### src/rtl/tdc_pkg.sv
// types, constants and the segment decoder of the thermometer display controller
package tdc_pkg;

  // converter and display widths
  localparam int ADC_BITS = 10;
  localparam int SHOWN_W  = 10;
  localparam int SEG_W    = 7;
  localparam int DIGITS   = 4;
  localparam int ADDR_W   = 4;
  localparam int DATA_W   = 32;

  // conversion scale factors, full scale over 2^ADC_BITS
  localparam int CEL_SCALE = 500;
  localparam int FAH_SCALE = 900;
  localparam int FAH_OFFSET = 32;

  // reciprocal multipliers for the decimal split, exact below 1024
  localparam int DIV10_MUL   = 205;
  localparam int DIV10_SHIFT = 11;
  localparam int DIV100_MUL   = 41;
  localparam int DIV100_SHIFT = 12;

  // register reset values
  localparam logic [7:0]         SAMPLE_PERIOD_RST = 8'd125;
  localparam logic [8:0]         FAN_THRESHOLD_RST = 9'd28;
  localparam logic [7:0]         FAN_ON_DUTY_RST   = 8'd51;
  localparam logic [SHOWN_W-1:0] SHOWN_RST         = 10'd123;

  // unit symbols
  localparam logic [SEG_W-1:0] SEG_F = 7'h71;
  localparam logic [SEG_W-1:0] SEG_C = 7'h39;

  // register map, word index
  typedef enum logic [1:0] {
    REG_SAMPLE_PERIOD = 2'd0,
    REG_FAN_THRESHOLD = 2'd1,
    REG_FAN_ON_DUTY   = 2'd2
  } tdc_reg_t;

  // display position sequence
  typedef enum logic [1:0] {
    POS_UNIT     = 2'd0,
    POS_ONES     = 2'd1,
    POS_TENS     = 2'd2,
    POS_HUNDREDS = 2'd3
  } tdc_pos_t;

  typedef struct packed {
    logic [ADC_BITS-1:0] adc_sample;
    logic                button_pressed;
  } tdc_in_t;

  typedef struct packed {
    logic [DIGITS-1:0] digit_enable;
    logic [SEG_W-1:0]  segments;
    logic [7:0]        fan_duty;
    logic              shows_fahrenheit;
  } tdc_out_t;

  typedef struct packed {
    logic [7:0] sample_period;
    logic [8:0] fan_threshold;
    logic [7:0] fan_on_duty;
  } tdc_cfg_t;

  typedef struct packed {
    logic [SHOWN_W-1:0] cel;
    logic [SHOWN_W-1:0] fah;
    logic               fan_over;
  } tdc_conv_t;

  // standard seven-segment patterns, bit0 is segment a
  function automatic logic [SEG_W-1:0] seg_digit(input logic [3:0] d);
    logic [SEG_W-1:0] s;
    unique case (d)
      4'd0:    s = 7'h3F;
      4'd1:    s = 7'h06;
      4'd2:    s = 7'h5B;
      4'd3:    s = 7'h4F;
      4'd4:    s = 7'h66;
      4'd5:    s = 7'h6D;
      4'd6:    s = 7'h7D;
      4'd7:    s = 7'h07;
      4'd8:    s = 7'h7F;
      4'd9:    s = 7'h6F;
      default: s = '0;
    endcase
    return s;
  endfunction

endpackage

### src/rtl/tdc_conv.sv
// converter sample to Celsius and Fahrenheit, plus the fan threshold compare
module tdc_conv import tdc_pkg::*; (
  input  logic [ADC_BITS-1:0] adc,
  input  logic [8:0]          fan_threshold,
  output tdc_conv_t           conv
);

  localparam int CEL_W = ADC_BITS + 9;
  localparam int FAH_W = ADC_BITS + 10;

  logic [CEL_W-1:0] prod_cel;
  logic [FAH_W-1:0] prod_fah;

  // constant multiplies, the fraction dropped by the part-select
  assign prod_cel = CEL_W'(adc) * CEL_W'(CEL_SCALE);
  assign prod_fah = FAH_W'(adc) * FAH_W'(FAH_SCALE);

  assign conv.cel      = SHOWN_W'(prod_cel[CEL_W-1:ADC_BITS]);
  assign conv.fah      = prod_fah[FAH_W-1:ADC_BITS] + SHOWN_W'(FAH_OFFSET);
  // exact compare against the threshold scaled up to the product
  assign conv.fan_over = prod_cel > {fan_threshold, {ADC_BITS{1'b0}}};

endmodule

### src/rtl/tdc_seg.sv
// decimal split of the shown value and segment pattern for one position
module tdc_seg import tdc_pkg::*; (
  input  logic [SHOWN_W-1:0] shown,
  input  tdc_pos_t           pos,
  input  logic               fahrenheit,
  output logic [SEG_W-1:0]   segments
);

  logic [SHOWN_W+7:0] prod10;
  logic [SHOWN_W+5:0] prod100;
  logic [6:0]         q10;
  logic [3:0]         q100;
  logic [SHOWN_W-1:0] ones_w;
  logic [6:0]         tens_w;
  logic [3:0]         hund;

  // divide by 10 and 100 through reciprocal multiplies
  assign prod10  = (SHOWN_W+8)'(shown) * (SHOWN_W+8)'(DIV10_MUL);
  assign prod100 = (SHOWN_W+6)'(shown) * (SHOWN_W+6)'(DIV100_MUL);
  assign q10     = prod10[DIV10_SHIFT+6:DIV10_SHIFT];
  assign q100    = prod100[DIV100_SHIFT+3:DIV100_SHIFT];

  // remainders give the digits
  assign ones_w = shown - SHOWN_W'(q10) * SHOWN_W'(10);
  assign tens_w = q10 - 7'(q100) * 7'd10;
  assign hund   = (q100 >= 4'd10) ? q100 - 4'd10 : q100;

  // pattern for the lit position
  always_comb begin
    unique case (pos)
      POS_UNIT:     segments = fahrenheit ? SEG_F : SEG_C;
      POS_ONES:     segments = seg_digit(ones_w[3:0]);
      POS_TENS:     segments = seg_digit(tens_w[3:0]);
      POS_HUNDREDS: segments = seg_digit(hund);
      default:      segments = '0;
    endcase
  end

endmodule

### src/rtl/tdc_core.sv
// tick pipeline: input register, display and conversion state, result register
module tdc_core import tdc_pkg::*; (
  input  logic     clk,
  input  logic     rst,
  input  tdc_cfg_t cfg,
  input  logic     tick_valid,
  output logic     tick_stall,
  input  tdc_in_t  tick_data,
  output logic     drive_valid,
  input  logic     drive_stall,
  output tdc_out_t drive_data
);

  // input register
  logic    a_valid;
  tdc_in_t a_data;

  // display and conversion state
  logic [7:0]         tick_count, tick_count_next;
  tdc_pos_t           digit_index;
  logic [SHOWN_W-1:0] shown_value, shown_value_next;
  logic               scale_fahrenheit, scale_fahrenheit_next;
  logic               button_prev;
  logic [7:0]         fan_duty_held, fan_duty_held_next;

  logic             advance;
  logic             step;
  logic             convert;
  tdc_conv_t        conv;
  logic [SEG_W-1:0] seg;

  // result register frees when empty or when its beat is taken
  assign advance    = !drive_valid || !drive_stall;
  assign step       = a_valid && advance;
  assign tick_stall = a_valid && !advance;

  always_ff @(posedge clk) begin
    if (rst) begin
      a_valid <= 1'b0;
    end else if (!tick_stall) begin
      a_valid <= tick_valid;
    end
  end

  always_ff @(posedge clk) begin
    if (tick_valid && !tick_stall) begin
      a_data <= tick_data;
    end
  end

  tdc_conv u_conv (
    .adc           (a_data.adc_sample),
    .fan_threshold (cfg.fan_threshold),
    .conv          (conv)
  );

  // button edge toggles the scale before anything else this tick
  assign scale_fahrenheit_next = scale_fahrenheit ^ (a_data.button_pressed & ~button_prev);

  tdc_seg u_seg (
    .shown      (shown_value),
    .pos        (digit_index),
    .fahrenheit (scale_fahrenheit_next),
    .segments   (seg)
  );

  // conversion counter and updated shown value and fan level
  always_comb begin
    convert            = tick_count >= cfg.sample_period;
    tick_count_next    = tick_count + 8'd1;
    shown_value_next   = shown_value;
    fan_duty_held_next = fan_duty_held;
    if (convert) begin
      tick_count_next    = tick_count + 8'd1 - cfg.sample_period;
      shown_value_next   = scale_fahrenheit_next ? conv.fah : conv.cel;
      fan_duty_held_next = conv.fan_over ? cfg.fan_on_duty : 8'd0;
    end
  end

  always_ff @(posedge clk) begin
    if (rst) begin
      tick_count       <= '0;
      digit_index      <= POS_UNIT;
      shown_value      <= SHOWN_RST;
      scale_fahrenheit <= 1'b0;
      button_prev      <= 1'b0;
      fan_duty_held    <= '0;
    end else if (step) begin
      tick_count       <= tick_count_next;
      digit_index      <= tdc_pos_t'(digit_index + 2'd1);
      shown_value      <= shown_value_next;
      scale_fahrenheit <= scale_fahrenheit_next;
      button_prev      <= a_data.button_pressed;
      fan_duty_held    <= fan_duty_held_next;
    end
  end

  // result register
  always_ff @(posedge clk) begin
    if (rst) begin
      drive_valid <= 1'b0;
    end else if (advance) begin
      drive_valid <= a_valid;
    end
  end

  always_ff @(posedge clk) begin
    if (step) begin
      drive_data.digit_enable     <= DIGITS'(1) << digit_index;
      drive_data.segments         <= seg;
      drive_data.fan_duty         <= fan_duty_held_next;
      drive_data.shows_fahrenheit <= scale_fahrenheit_next;
    end
  end

endmodule

### src/rtl/tdc_cfg.sv
// configuration registers behind the APB-style port
module tdc_cfg import tdc_pkg::*; (
  input  logic              clk,
  input  logic              rst,
  input  logic              psel,
  input  logic              penable,
  input  logic              pwrite,
  input  logic [ADDR_W-1:0] paddr,
  input  logic [DATA_W-1:0] pwdata,
  output logic [DATA_W-1:0] prdata,
  output logic              pready,
  output tdc_cfg_t          cfg
);

  logic     wr_en;
  tdc_reg_t reg_sel;

  assign pready  = 1'b1;
  assign wr_en   = psel && penable && pwrite;
  assign reg_sel = tdc_reg_t'(paddr[3:2]);

  // register writes, unmapped words ignored
  always_ff @(posedge clk) begin
    if (rst) begin
      cfg.sample_period <= SAMPLE_PERIOD_RST;
      cfg.fan_threshold <= FAN_THRESHOLD_RST;
      cfg.fan_on_duty   <= FAN_ON_DUTY_RST;
    end else if (wr_en) begin
      unique case (reg_sel)
        REG_SAMPLE_PERIOD: cfg.sample_period <= pwdata[7:0];
        REG_FAN_THRESHOLD: cfg.fan_threshold <= pwdata[8:0];
        REG_FAN_ON_DUTY:   cfg.fan_on_duty   <= pwdata[7:0];
        default: ;
      endcase
    end
  end

  // read back
  always_comb begin
    unique case (reg_sel)
      REG_SAMPLE_PERIOD: prdata = DATA_W'(cfg.sample_period);
      REG_FAN_THRESHOLD: prdata = DATA_W'(cfg.fan_threshold);
      REG_FAN_ON_DUTY:   prdata = DATA_W'(cfg.fan_on_duty);
      default:           prdata = '0;
    endcase
  end

endmodule

### src/rtl/thermometer_display_controller_top.sv
// Four-position multiplexed seven-segment thermometer with fan level. Each tick
// beat carries a converter sample and the scale button level and yields one
// drive beat: the one-hot position, its segment pattern, the fan duty level
// and the scale flag. Positions run unit symbol, ones, tens, hundreds. A button
// rising edge swaps Celsius and Fahrenheit; every sample_period ticks the
// sample is converted and the shown value and fan level are refreshed. One
// tick is taken per clock while the drive port is not stalled; a tick's result
// passes through the input register and then the result register, on
// either side of the single-pass conversion and decode logic. Registers:
// sample_period at 0x0, fan_threshold at 0x4, fan_on_duty at 0x8; write only
// while idle.
module thermometer_display_controller_top import tdc_pkg::*; (
  input  logic              clk,
  input  logic              rst,
  input  logic              tick_valid,
  output logic              tick_stall,
  input  tdc_in_t           tick_data,
  output logic              drive_valid,
  input  logic              drive_stall,
  output tdc_out_t          drive_data,
  input  logic              psel,
  input  logic              penable,
  input  logic              pwrite,
  input  logic [ADDR_W-1:0] paddr,
  input  logic [DATA_W-1:0] pwdata,
  output logic [DATA_W-1:0] prdata,
  output logic              pready
);

  tdc_cfg_t cfg;

  tdc_cfg u_cfg (
    .clk     (clk),
    .rst     (rst),
    .psel    (psel),
    .penable (penable),
    .pwrite  (pwrite),
    .paddr   (paddr),
    .pwdata  (pwdata),
    .prdata  (prdata),
    .pready  (pready),
    .cfg     (cfg)
  );

  tdc_core u_core (
    .clk         (clk),
    .rst         (rst),
    .cfg         (cfg),
    .tick_valid  (tick_valid),
    .tick_stall  (tick_stall),
    .tick_data   (tick_data),
    .drive_valid (drive_valid),
    .drive_stall (drive_stall),
    .drive_data  (drive_data)
  );

endmodule

### config.mk
export PLATFORM = sky130hd
export DESIGN_NAME = thermometer_display_controller_top
export DESIGN_NICKNAME = d
export VERILOG_FILES = /design/src/rtl/tdc_pkg.sv /design/src/rtl/tdc_conv.sv /design/src/rtl/tdc_seg.sv /design/src/rtl/tdc_core.sv /design/src/rtl/tdc_cfg.sv /design/src/rtl/thermometer_display_controller_top.sv
export SDC_FILE = /design/constraint.sdc
export NUM_CORES = 1
export LEC_CHECK = 0
export BUFFER_PORTS_ARGS = -buffer_cell sky130_fd_sc_hd__buf_4
export CORE_ASPECT_RATIO = 0.5
export CORE_MARGIN = 2
export CORE_UTILIZATION = 30
export DETAILED_ROUTE_END_ITERATION = 6
export MAX_ROUTING_LAYER = met4
export SYNTH_ARGS = -nofsm -noshare
export SYNTH_HDL_FRONTEND = slang
export SYNTH_SLANG_ARGS = --single-unit
### constraint.sdc
create_clock -name clk -period 8 [get_ports clk]
set_clock_uncertainty 0.1 [all_clocks]
set_input_delay 0.8 -clock clk [delete_from_list [all_inputs] [get_ports clk]]
set_output_delay 0.8 -clock clk [all_outputs]
set_load 0.02 [all_outputs]
==> results of run 1 <==
-- synth_stat cells, types with 11 or more instances --
library cell,number
nand3_1,13
o21a_1,11
o211ai_1,19
o21ai_0,49
buf_4,24
ha_1,191
fa_1,57
a31oi_1,11
xnor2_1,38
xor2_1,13
dfxtp_1,57
nand2_1,84
nor2_1,56
nor3_1,22
a21oi_1,46
a21o_1,14
clkbuf_1,16
inv_1,165
mux2i_1,33
edfxtp_1,31
-- flip-flops by register name, indices dropped and copies added (netlist names), 2 cells and up --
signal                flops
u_core.digit_index        2
u_cfg.cfg                25
u_core.drive_data        20
u_core.a_data            11
u_core.tick_count         8
u_core.shown_value       10
u_core.fan_duty_held      8
-- cells in the final DEF, fill, tap and decap left out, types with 33 or more instances in the layout --
cell type	instances
nor2_1	56
inv_1	165
mux2i_1	33
buf_4	63
ha_1	191
xnor2_1	38
dfxtp_1	57
nand2_1	84
fa_1	57
a21oi_1	46
o21ai_0	48
-- kinds of logic (layout without fill, tap and decap cells) --
kind of cell / Yosys count / count (layout) / synth area share [%]
AOI/OAI and AO/OA: 212 / 212 / 14.6
xor gates and xnor gates: 53 / 53 / 4.94
adders and majority gates: 248 / 248 / 35.8
and+or+nand+nor: 224 / 224 / 10.6
buffers and inverters: 216 / 247 / 9.19
muxes: 37 / 37 / 3.81
DFF: 88 / 88 / 21.0
other: 2 / 24 / 0.0762
-- per-stage QoR --
stage	power, uW	hold slack (ns)	utilization, %	setup WS (ns)	cells
6_report	2140	0.368	34.3	0.755	1565
5_1_grt	2340	0.379	34.3	0.246	1565
3_3_place_gp	1710	0.343	33.4	0.969	1549
3_5_place_dp	1740	0.355	33.4	0.735	1549
4_1_cts	2150	0.365	34.3	0.754	1565
2_1_floorplan	1440	0.337	-	1.73	1102
-- per-layer routing --
layer  up-vias  global-route usage [%]  wire (um)
li1       3778                       -          -
met2        96                    23.9      11000
met4         0                    3.81        383
met1      3623                    16.7      10600
met3        21                    2.04        586
met5         -                       -          0
-- final timing paths --
| check | start | endpoint | cells after the start |
|---|---|---|---|
| hold reg to reg | u_core.fan_duty_held[5] | u_core.fan_duty_held[5] | 1 |
| hold / removal | u_core.fan_duty_held[5] | u_core.fan_duty_held[5] | 1 |
| setup reg to reg | u_core.shown_value[3] | u_core.drive_data[15] | 24 |
| setup / recovery | u_core.shown_value[3] | u_core.drive_data[15] | 24 |
-- power by group through the flow --
stage / combinational [uW] / clock, uW / sequential (uW)
floorplan: 934 / 0 / 505
global placement: 1210 / 0 / 502
detailed placement: 1240 / 0 / 502
CTS: 1250 / 411 / 492
global route: 1420 / 427 / 494
finish: 1250 / 399 / 492
-- final cells by class --
class | count | area, um2
fillers | 3343 | 21000
inverters | 168 | 632
repair buffers | 63 | 473
well taps | 432 | 541
flip-flops and latches | 88 | 2070
clock buffers | 9 | 225
clock inverters | 7 | 45.0
multi-input cells | 798 | 6970
==> flow_metrics.tcl, run 1 <==
set metrics [dict create \
    gp_congestion 0.857 \
    setup_tns_ns 0 \
    pwr_density_cell_mw_per_mm2 195 \
    critPathTopFamily "adder cells" \
    syn_area_per_cell_um2 9.13 \
    die_h_um 132 \
    drt_first_pass_iters 4 \
    p_sw_share_pct 43.2 \
    internal_power_uw 1210 \
    p_switching_uw 924 \
    cts.clk_slew.worst_paths_ns 0.06 \
    dp_hpwl_um 18600 \
    clock-root-buffer "clkbuf_16" \
    antenna_cells 0 \
    synth.distinct_cells 74 \
    vias 7518 \
    htreeDepth 3 \
    post_cts_resized 0 \
    track_usage_pct 13.8 \
    clockPowerShare_pct 18.6 \
    p_seq_share_pct 23.0 \
    final-max-slew-violation-count 0 \
    die_x_um 260 \
    cts_setup_buffers 0 \
    cap_viol_max_count 0 \
    worst_pin_slew_ns 1.05 \
    synth_edf_count 31 \
    holdBufCountCts 0 \
    ys_ff_latch 88 \
    setup_viol 0 \
    grt_pass1_wl_um 37400 \
    fmax_ghz 0.138 \
    initial_core_util_pct 30.8 \
    cts_buffers 9 \
    routed_via_density 4.80 \
    final_antenna_net_count 0 \
    ios 109 \
    min_period_over_period_pct 90.6 \
    crit_buf_inv 5 \
    clock-sinks 88 \
    cpMaxStageDelayCell "xnor2_1" \
    ys_async_sr_fraction_pct 0 \
    drc 0 \
    synth_area_mm2 0.00986 \
    cts_tree "done" \
    nets 1430 \
    drt_wl_total_um 22600 \
    ys_warn_count 0 \
    synth_top_area_cell "ha_1" \
    hp-class "flop to flop" \
    grt_pass1_vias 7667 \
    ys.flop_type "dfxtp_1" \
    syn-instance-count 1080 \
    crit_type "flop to flop" \
    grt_max_degree 37 \
    postLayoutCellArea_mm2 0.0110 \
    crit_path_start_kind "flop" \
    dpl-instance-area_mm2 0.0107 \
    max_stage_delay_ns 0.68 \
    cp_max_fo 11 \
    syn_to_final_growth_pct 11.2 \
    clk_path_buf_depth 2 \
    grt_antenna_before_repair 0 \
    core.rowCount 46 \
    synth_area_leaders "ha_1 (24%), dfxtp_1 (12%), fa_1 (12%), edfxtp_1 (9.4%), inv_1 (6.3%)" \
    r2r_slack_ns 0.76 \
    grt_overflow 0 \
    period_minus_slack_ns 7.24 \
    worstPathRequired_ns 7.99 \
    crit_chain "ha_1, inv_1, fa_1, inv_1, fa_1, inv_1, fa_1, inv_1, ha_1, or3_1, o21ai_0, a21oi_1, xnor2_1, inv_1, ha_1, fa_1, xnor2_1, xnor2_1, xnor2_1, xnor2_1, nor3_1, or3_1, a221oi_1, o221ai_1" \
    status "finished clean" \
    arrival_ns 7.23 \
    wl_per_cell_um 14.4 \
    hold_violations 0 \
    core_mm2 0.0320 \
    power_leakage_uw 0.00520 \
    clkLatencyLatePin_ns 0.36 \
    drive_above_1_share_pct 8.65 \
    portBuffers 59 \
    ys_seq_area_share_pct 21.0 \
    rsz0062_at_grt "no" \
    synth_top_area_share_pct 24.2 \
    end_kind "flop" \
    pwr-share-comb_pct 58.4 \
    drt_iter0_markers 376 \
    die-area_mm2 0.0344 \
    max_slew_margin_pct 29.7 \
    vdd_ir_drop_max_uv 134 \
]
No activity file was read; power rests on OpenSTA's default activity.
==> run 2, diff against run 1 <==
Clock period 8 ns to 6.8 ns, I/O delays scaled along.
==> flow_metrics.tcl, run 2 (synthesis results as in run 1) <==
set metrics [dict create \
    nets 1442 \
    end_kind "flop" \
    grt_pass1_vias 7724 \
    drt_first_pass_iters 5 \
    dp_hpwl_um 18900 \
    crit_path_start_kind "flop" \
    die_h_um 132 \
    worst_pin_slew_ns 0.973 \
    drive_above_1_share_pct 9.78 \
    clkLatencyLatePin_ns 0.35 \
    grt_pass1_wl_um 37800 \
    cts_tree "done" \
    grt_overflow 0 \
    clk_path_buf_depth 2 \
    arrival_ns 6.46 \
    largest-register "u_cfg.cfg" \
    holdPathEnd "u_core.fan_duty_held[5]" \
    report.power.total_uw 2520 \
    drt_iter0_markers 364 \
    layout_commonest_cell "ha_1" \
    die-area_mm2 0.0344 \
    power_leakage_uw 0.00525 \
    ios 109 \
    track_usage_pct 13.9 \
    cts_buffers 9 \
    preCtsSetupSlack_ns 0.177 \
    core_mm2 0.0320 \
    r2r-end "u_core.drive_data[14]" \
    grt_antenna_before_repair 0 \
    reg_top3 "u_cfg.cfg (25), u_core.drive_data (20), u_core.a_data (11)" \
    vias 7497 \
    final_cells 1577 \
    period_minus_slack_ns 6.47 \
    clock-sinks 88 \
    vdd_ir_drop_max_uv 200 \
    drt_wl_total_um 22800 \
    gp_congestion 0.870 \
    placed_cells_incl_taps 1559 \
    syn_to_final_growth_pct 12.2 \
    worstPathRequired_ns 6.79 \
    crit_type "flop to flop" \
    final_antenna_net_count 0 \
    portBuffers 59 \
    status "finished clean" \
    r2r_cells 25 \
    hold_depth 1 \
    min_period_over_period_pct 95.1 \
    fmax_ghz 0.155 \
    setup_viol 0 \
    setup_tns_ns 0 \
    wl_per_cell_um 14.5 \
    hp-class "flop to flop" \
    drc 0 \
    max_slew_margin_pct 34.7 \
    grt_max_degree 37 \
    hp-start "u_core.fan_duty_held[5]" \
    cap_viol_max_count 0 \
    routed_via_density 4.75 \
    r2r_slack_ns 0.33 \
    r2r_start "u_core.shown_value[2]" \
    largest_reg_flops 25 \
    cts.clk_slew.worst_paths_ns 0.07 \
    fin_ws_ns 0.330 \
    htreeDepth 3 \
    pwr_density_cell_mw_per_mm2 228 \
    hold_violations 0 \
    rsz0062_at_grt "no" \
    cp_max_fo 5 \
    clock-root-buffer "clkbuf_16" \
    antenna_cells 0 \
    die_x_um 260 \
    final_cell_mix "ha_1 (191), inv_1 (164), nand2_1 (84)" \
    final-max-slew-violation-count 0 \
    initial_core_util_pct 30.8 \
    core.rowCount 46 \
]
-- run 2: changes by cell type in the layout (fill, tap and decap cells not counted), moves of 2 or more --
| cell | change |
|---|---|
| clkinv_2 | -2 |
| buf_4 | +12 |
| inv_6 | -2 |
| xnor2_1 | -2 |
| xnor2_2 | +2 |
| clkbuf_1 | +4 |
-- run 2: final cells by class --
class	instances	area [um2]
Multi-Input combinational cell	798	7000
Timing Repair Buffer	75	563
Inverter	168	632
Clock inverter	3	20.0
Clock buffer	13	240
Fill cell	3284	20900
Sequential cell	88	2070
Tap cell	432	541
-- run 2: layer usage --
| layer | GRT usage [%] | share of wire [%] |
|---|---|---|
| met1 | 17.2 | 47 |
| met2 | 23.8 | 48 |
| met3 | 1.90 | 3.2 |
| met4 | 3.62 | 1.9 |
| met5 | - | 0 |
-- run 2: worst max-delay path by stage --
stage                            end  slack, ns  cells past startpoint             startpoint
2_1_floorplan  u_core.drive_data[14]       0.53                     25  u_core.shown_value[3]
3_3_place_gp    u_core.drive_data[4]       0.19                     21       u_core.a_data[1]
3_5_place_dp    u_core.drive_data[6]       0.18                     21       u_core.a_data[1]
4_1_cts         u_core.drive_data[2]       0.12                     21       u_core.a_data[1]
5_1_grt        u_core.drive_data[13]       0.04                     25  u_core.shown_value[2]
6_report       u_core.drive_data[14]       0.33                     25  u_core.shown_value[2]
-- run 2: worst max-delay path, cell delays in order (launching register included) --
cell      delay (ns)
dfxtp_1         0.37
ha_1            0.33
inv_1           0.06
fa_1            0.53
inv_1           0.05
fa_1            0.53
inv_1           0.06
fa_1            0.52
inv_1           0.04
ha_1            0.27
or3_1           0.32
o21ai_0         0.11
a21oi_2         0.09
xnor2_1         0.25
inv_2           0.09
ha_1            0.20
fa_1            0.41
xnor2_2         0.15
xnor2_1         0.14
xnor2_1         0.16
xnor2_2         0.28
buf_4           0.17
mux2_2          0.33
a21oi_1         0.17
nor2_1          0.07
a2111o_1        0.40
-- run 2: through the flow --
step / util, % / hold WS, ns / cell area (um2)
floorplan: - / 0.337 / 9940
global placement: 33.6 / 0.343 / 10800
detailed placement: 33.6 / 0.354 / 10800
CTS: 34.5 / 0.368 / 11000
global route: 34.6 / 0.391 / 11100
finish: 34.6 / 0.369 / 11100
-- run 2: timing repair --
action	in CTS	in global routing
gates resized for setup	0	5
setup buffers	0	2
endpoints found under the setup margin	0	12
hold buffers	0	0
-- run 2: power breakdown --
group | internal, uW | switching (uW) | total [uW]
sequential | 563 | 15.1 | 578
combinational | 628 | 851 | 1480
clock | 249 | 212 | 460
==> run 3, diff against run 2 <==
Settings changed: ABC_AREA set to 1, ABC_CLOCK_PERIOD_IN_PS set to 6800.
==> flow_metrics.tcl, run 3 <==
set metrics [dict create \
    final_antenna_net_count 0 \
    max_slew_margin_pct 24.0 \
    r2r-end "u_core.drive_data[7]" \
    drt_iter0_markers 419 \
    period_minus_slack_ns 5.91 \
    grt_antenna_before_repair 0 \
    clock-root-buffer "clkbuf_16" \
    largest_reg_flops 25 \
    r2r_start "u_core.a_data[1]" \
    clkLatencyLatePin_ns 0.36 \
    track_usage_pct 13.7 \
    grt_pass1_vias 7781 \
    cap_viol_max_count 0 \
    largest-register "u_cfg.cfg" \
    post-synth-top-count-cell "inv_1" \
    drc 0 \
    holdBufCountCts 0 \
    grt_max_degree 40 \
    htreeDepth 3 \
    rsz0062_at_grt "no" \
    die_h_um 134 \
    r2r_slack_ns 0.89 \
    layout_commonest_cell "inv_1" \
    core.rowCount 47 \
    final_util_pct 34.2 \
    fmax_ghz 0.169 \
    clk_path_buf_depth 2 \
    vias 8015 \
    hp-start "u_core.fan_duty_held[4]" \
    holdWs_ns 0.349 \
    setup_viol 0 \
    hold_violations 0 \
    cts_buffers 9 \
    drt_first_pass_iters 6 \
    syn_area_per_cell_um2 7.86 \
    synth.area.mux_share_pct 0 \
    pwr_density_cell_mw_per_mm2 223 \
    crit_path_start_kind "flop" \
    synthSimpleGateAreaFrac_pct 18.5 \
    final_cells 1792 \
    synth_edf_count 31 \
    synth_top_area_cell "ha_1" \
    worst_pin_slew_ns 1.14 \
    synth_top_family_by_area "adder cells" \
    setup_tns_ns 0 \
    grt_pass1_wl_um 38200 \
    antenna_cells 0 \
    reg_top3 "u_cfg.cfg (25), u_core.drive_data (20), u_core.a_data (11)" \
    final_cell_mix "inv_1 (254), nand2_1 (220), ha_1 (191)" \
    arrival_ns 5.90 \
    ys.flop_type "dfxtp_1" \
    power_leakage_uw 0.00582 \
    synth_fa_ha_area_share_pct 34.8 \
    status "finished clean" \
    initial_core_util_pct 30.6 \
    die_x_um 264 \
    drt_wl_total_um 22600 \
    post_cts_resized 0 \
    cts_tree "done" \
    crit_type "flop to flop" \
    clock-sinks 88 \
    gp_congestion 0.845 \
    synth.distinct_cells 46 \
    cts_setup_buffers 0 \
    synth-compound-area-share_pct 11.1 \
    synth_area_mm2 0.0102 \
    cts.clk_slew.worst_paths_ns 0.07 \
    hold_depth 2 \
    preCtsSetupSlack_ns 0.834 \
    dp_hpwl_um 18900 \
    ys_ff_latch 88 \
    synth_common_cells "inv_1 (254), nand2_1 (220), ha_1 (191)" \
    drive_above_1_share_pct 8.29 \
    grt_overflow 0 \
    wl_per_cell_um 12.6 \
    fin_ws_ns 0.886 \
    syn_to_final_growth_pct 11.6 \
    ys_warn_count 0 \
    hp-class "flop to flop" \
    core_mm2 0.0332 \
    synth-xor-area-share_pct 3.24 \
    nFillCells 3484 \
    vdd_ir_drop_max_uv 144 \
    portBuffers 59 \
    nets 1648 \
    min_period_over_period_pct 87.0 \
    cp_max_fo 6 \
    die-area_mm2 0.0354 \
    syn-instance-count 1292 \
    routed_via_density 4.47 \
    synth_area_leaders "ha_1 (24%), dfxtp_1 (11%), fa_1 (11%), inv_1 (9.4%), edfxtp_1 (9.2%)" \
    ys_seq_area_share_pct 20.4 \
    synth_top_area_share_pct 23.5 \
    holdPathEnd "u_core.fan_duty_held[4]" \
    ys_async_sr_fraction_pct 0 \
    final-max-slew-violation-count 0 \
    worstPathRequired_ns 6.78 \
    r2r_cells 24 \
    end_kind "flop" \
    ios 109 \
    placed_cells_incl_taps 1776 \
]
run 3: cell types whose count changed after synthesis, moves of 12 or more:
cell / change
nor3_1: -19
inv_1: +89
a21oi_1: +28
nor2_1: +15
nand2_1: +136
xnor2_1: -26
a21o_1: -12
nand3_1: +74
o21ai_0: +24
mux2i_1: -33
run 3: per-layer routing:
layer	wire (um)	global-route usage [%]	share of wire [%]	vias up
li1	-	-	-	4253
met1	11100	17.3	49	3642
met2	10500	23.3	46	98
met3	642	1.93	2.8	22
met4	347	3.41	1.5	0
met5	0	-	0	-
run 3: final cells by class:
type                            count  area [um2]  area share [%]
Multi-Input combinational cell    930        6960            61.4
Sequential cell                    88        2070            18.3
Inverter                          256         961            8.48
Tap cell                          441         552            4.87
Timing Repair Buffer               61         458            4.04
Clock buffer                        9         225            1.99
Clock inverter                      7         101           0.895
run 3: report_power, final:
part           leakage, uW  switching, uW  internal, uW  total [uW]
Clock             0.000158            235           327         562
Combinational      0.00490            859           525        1380
Sequential        0.000760           16.4           565         582
run 3: logic make-up (layout without fill, tap and decap cells):
family	count (synthesis)	count (layout)
AO/OA/AOI/OAI	197	197
XOR/XNOR	36	36
adder cells (fa/ha/maj)	248	248
buffers and inverters	296	333
flip-flops	88	88
other	2	24
AND/OR/NAND/NOR	425	425
run 3: through the flow:
stage | power [uW] | instance area [um2]
floorplan | 1640 | 10200
global placement | 1960 | 11000
detailed placement | 1970 | 11000
CTS | 2540 | 11300
global route | 2770 | 11300
finish | 2530 | 11300
run 3: critical path, cell delays in order, from the launching register on:
cell      delay, ns
edfxtp_1       0.51
fa_1           0.59
fa_1           0.53
inv_1          0.05
fa_1           0.47
fa_1           0.51
inv_1          0.04
ha_1           0.34
nand2_1        0.08
a21oi_2        0.19
nand2_1        0.07
nand2_1        0.09
a21boi_1       0.09
o21ai_0        0.19
xor2_1         0.30
inv_1          0.08
ha_1           0.32
nand4_1        0.09
nand3b_1       0.16
nor4_1         0.19
nand3_1        0.12
nand2_1        0.21
inv_1          0.13
nand2_1        0.10
o21ai_0        0.09
run 3: how the worst max path moves through the flow:
stage	startpoint	end	slack, ns	depth (start not counted)
CTS	u_core.a_data[1]	u_core.drive_data[7]	0.83	24
floorplan	u_core.a_data[1]	u_core.drive_data[1]	1.55	24
global placement	u_core.a_data[1]	u_core.drive_data[7]	0.92	24
global route	u_core.a_data[1]	u_core.drive_data[7]	0.37	24
detailed placement	u_core.a_data[1]	u_core.drive_data[7]	0.83	24
finish	u_core.a_data[1]	u_core.drive_data[7]	0.89	24
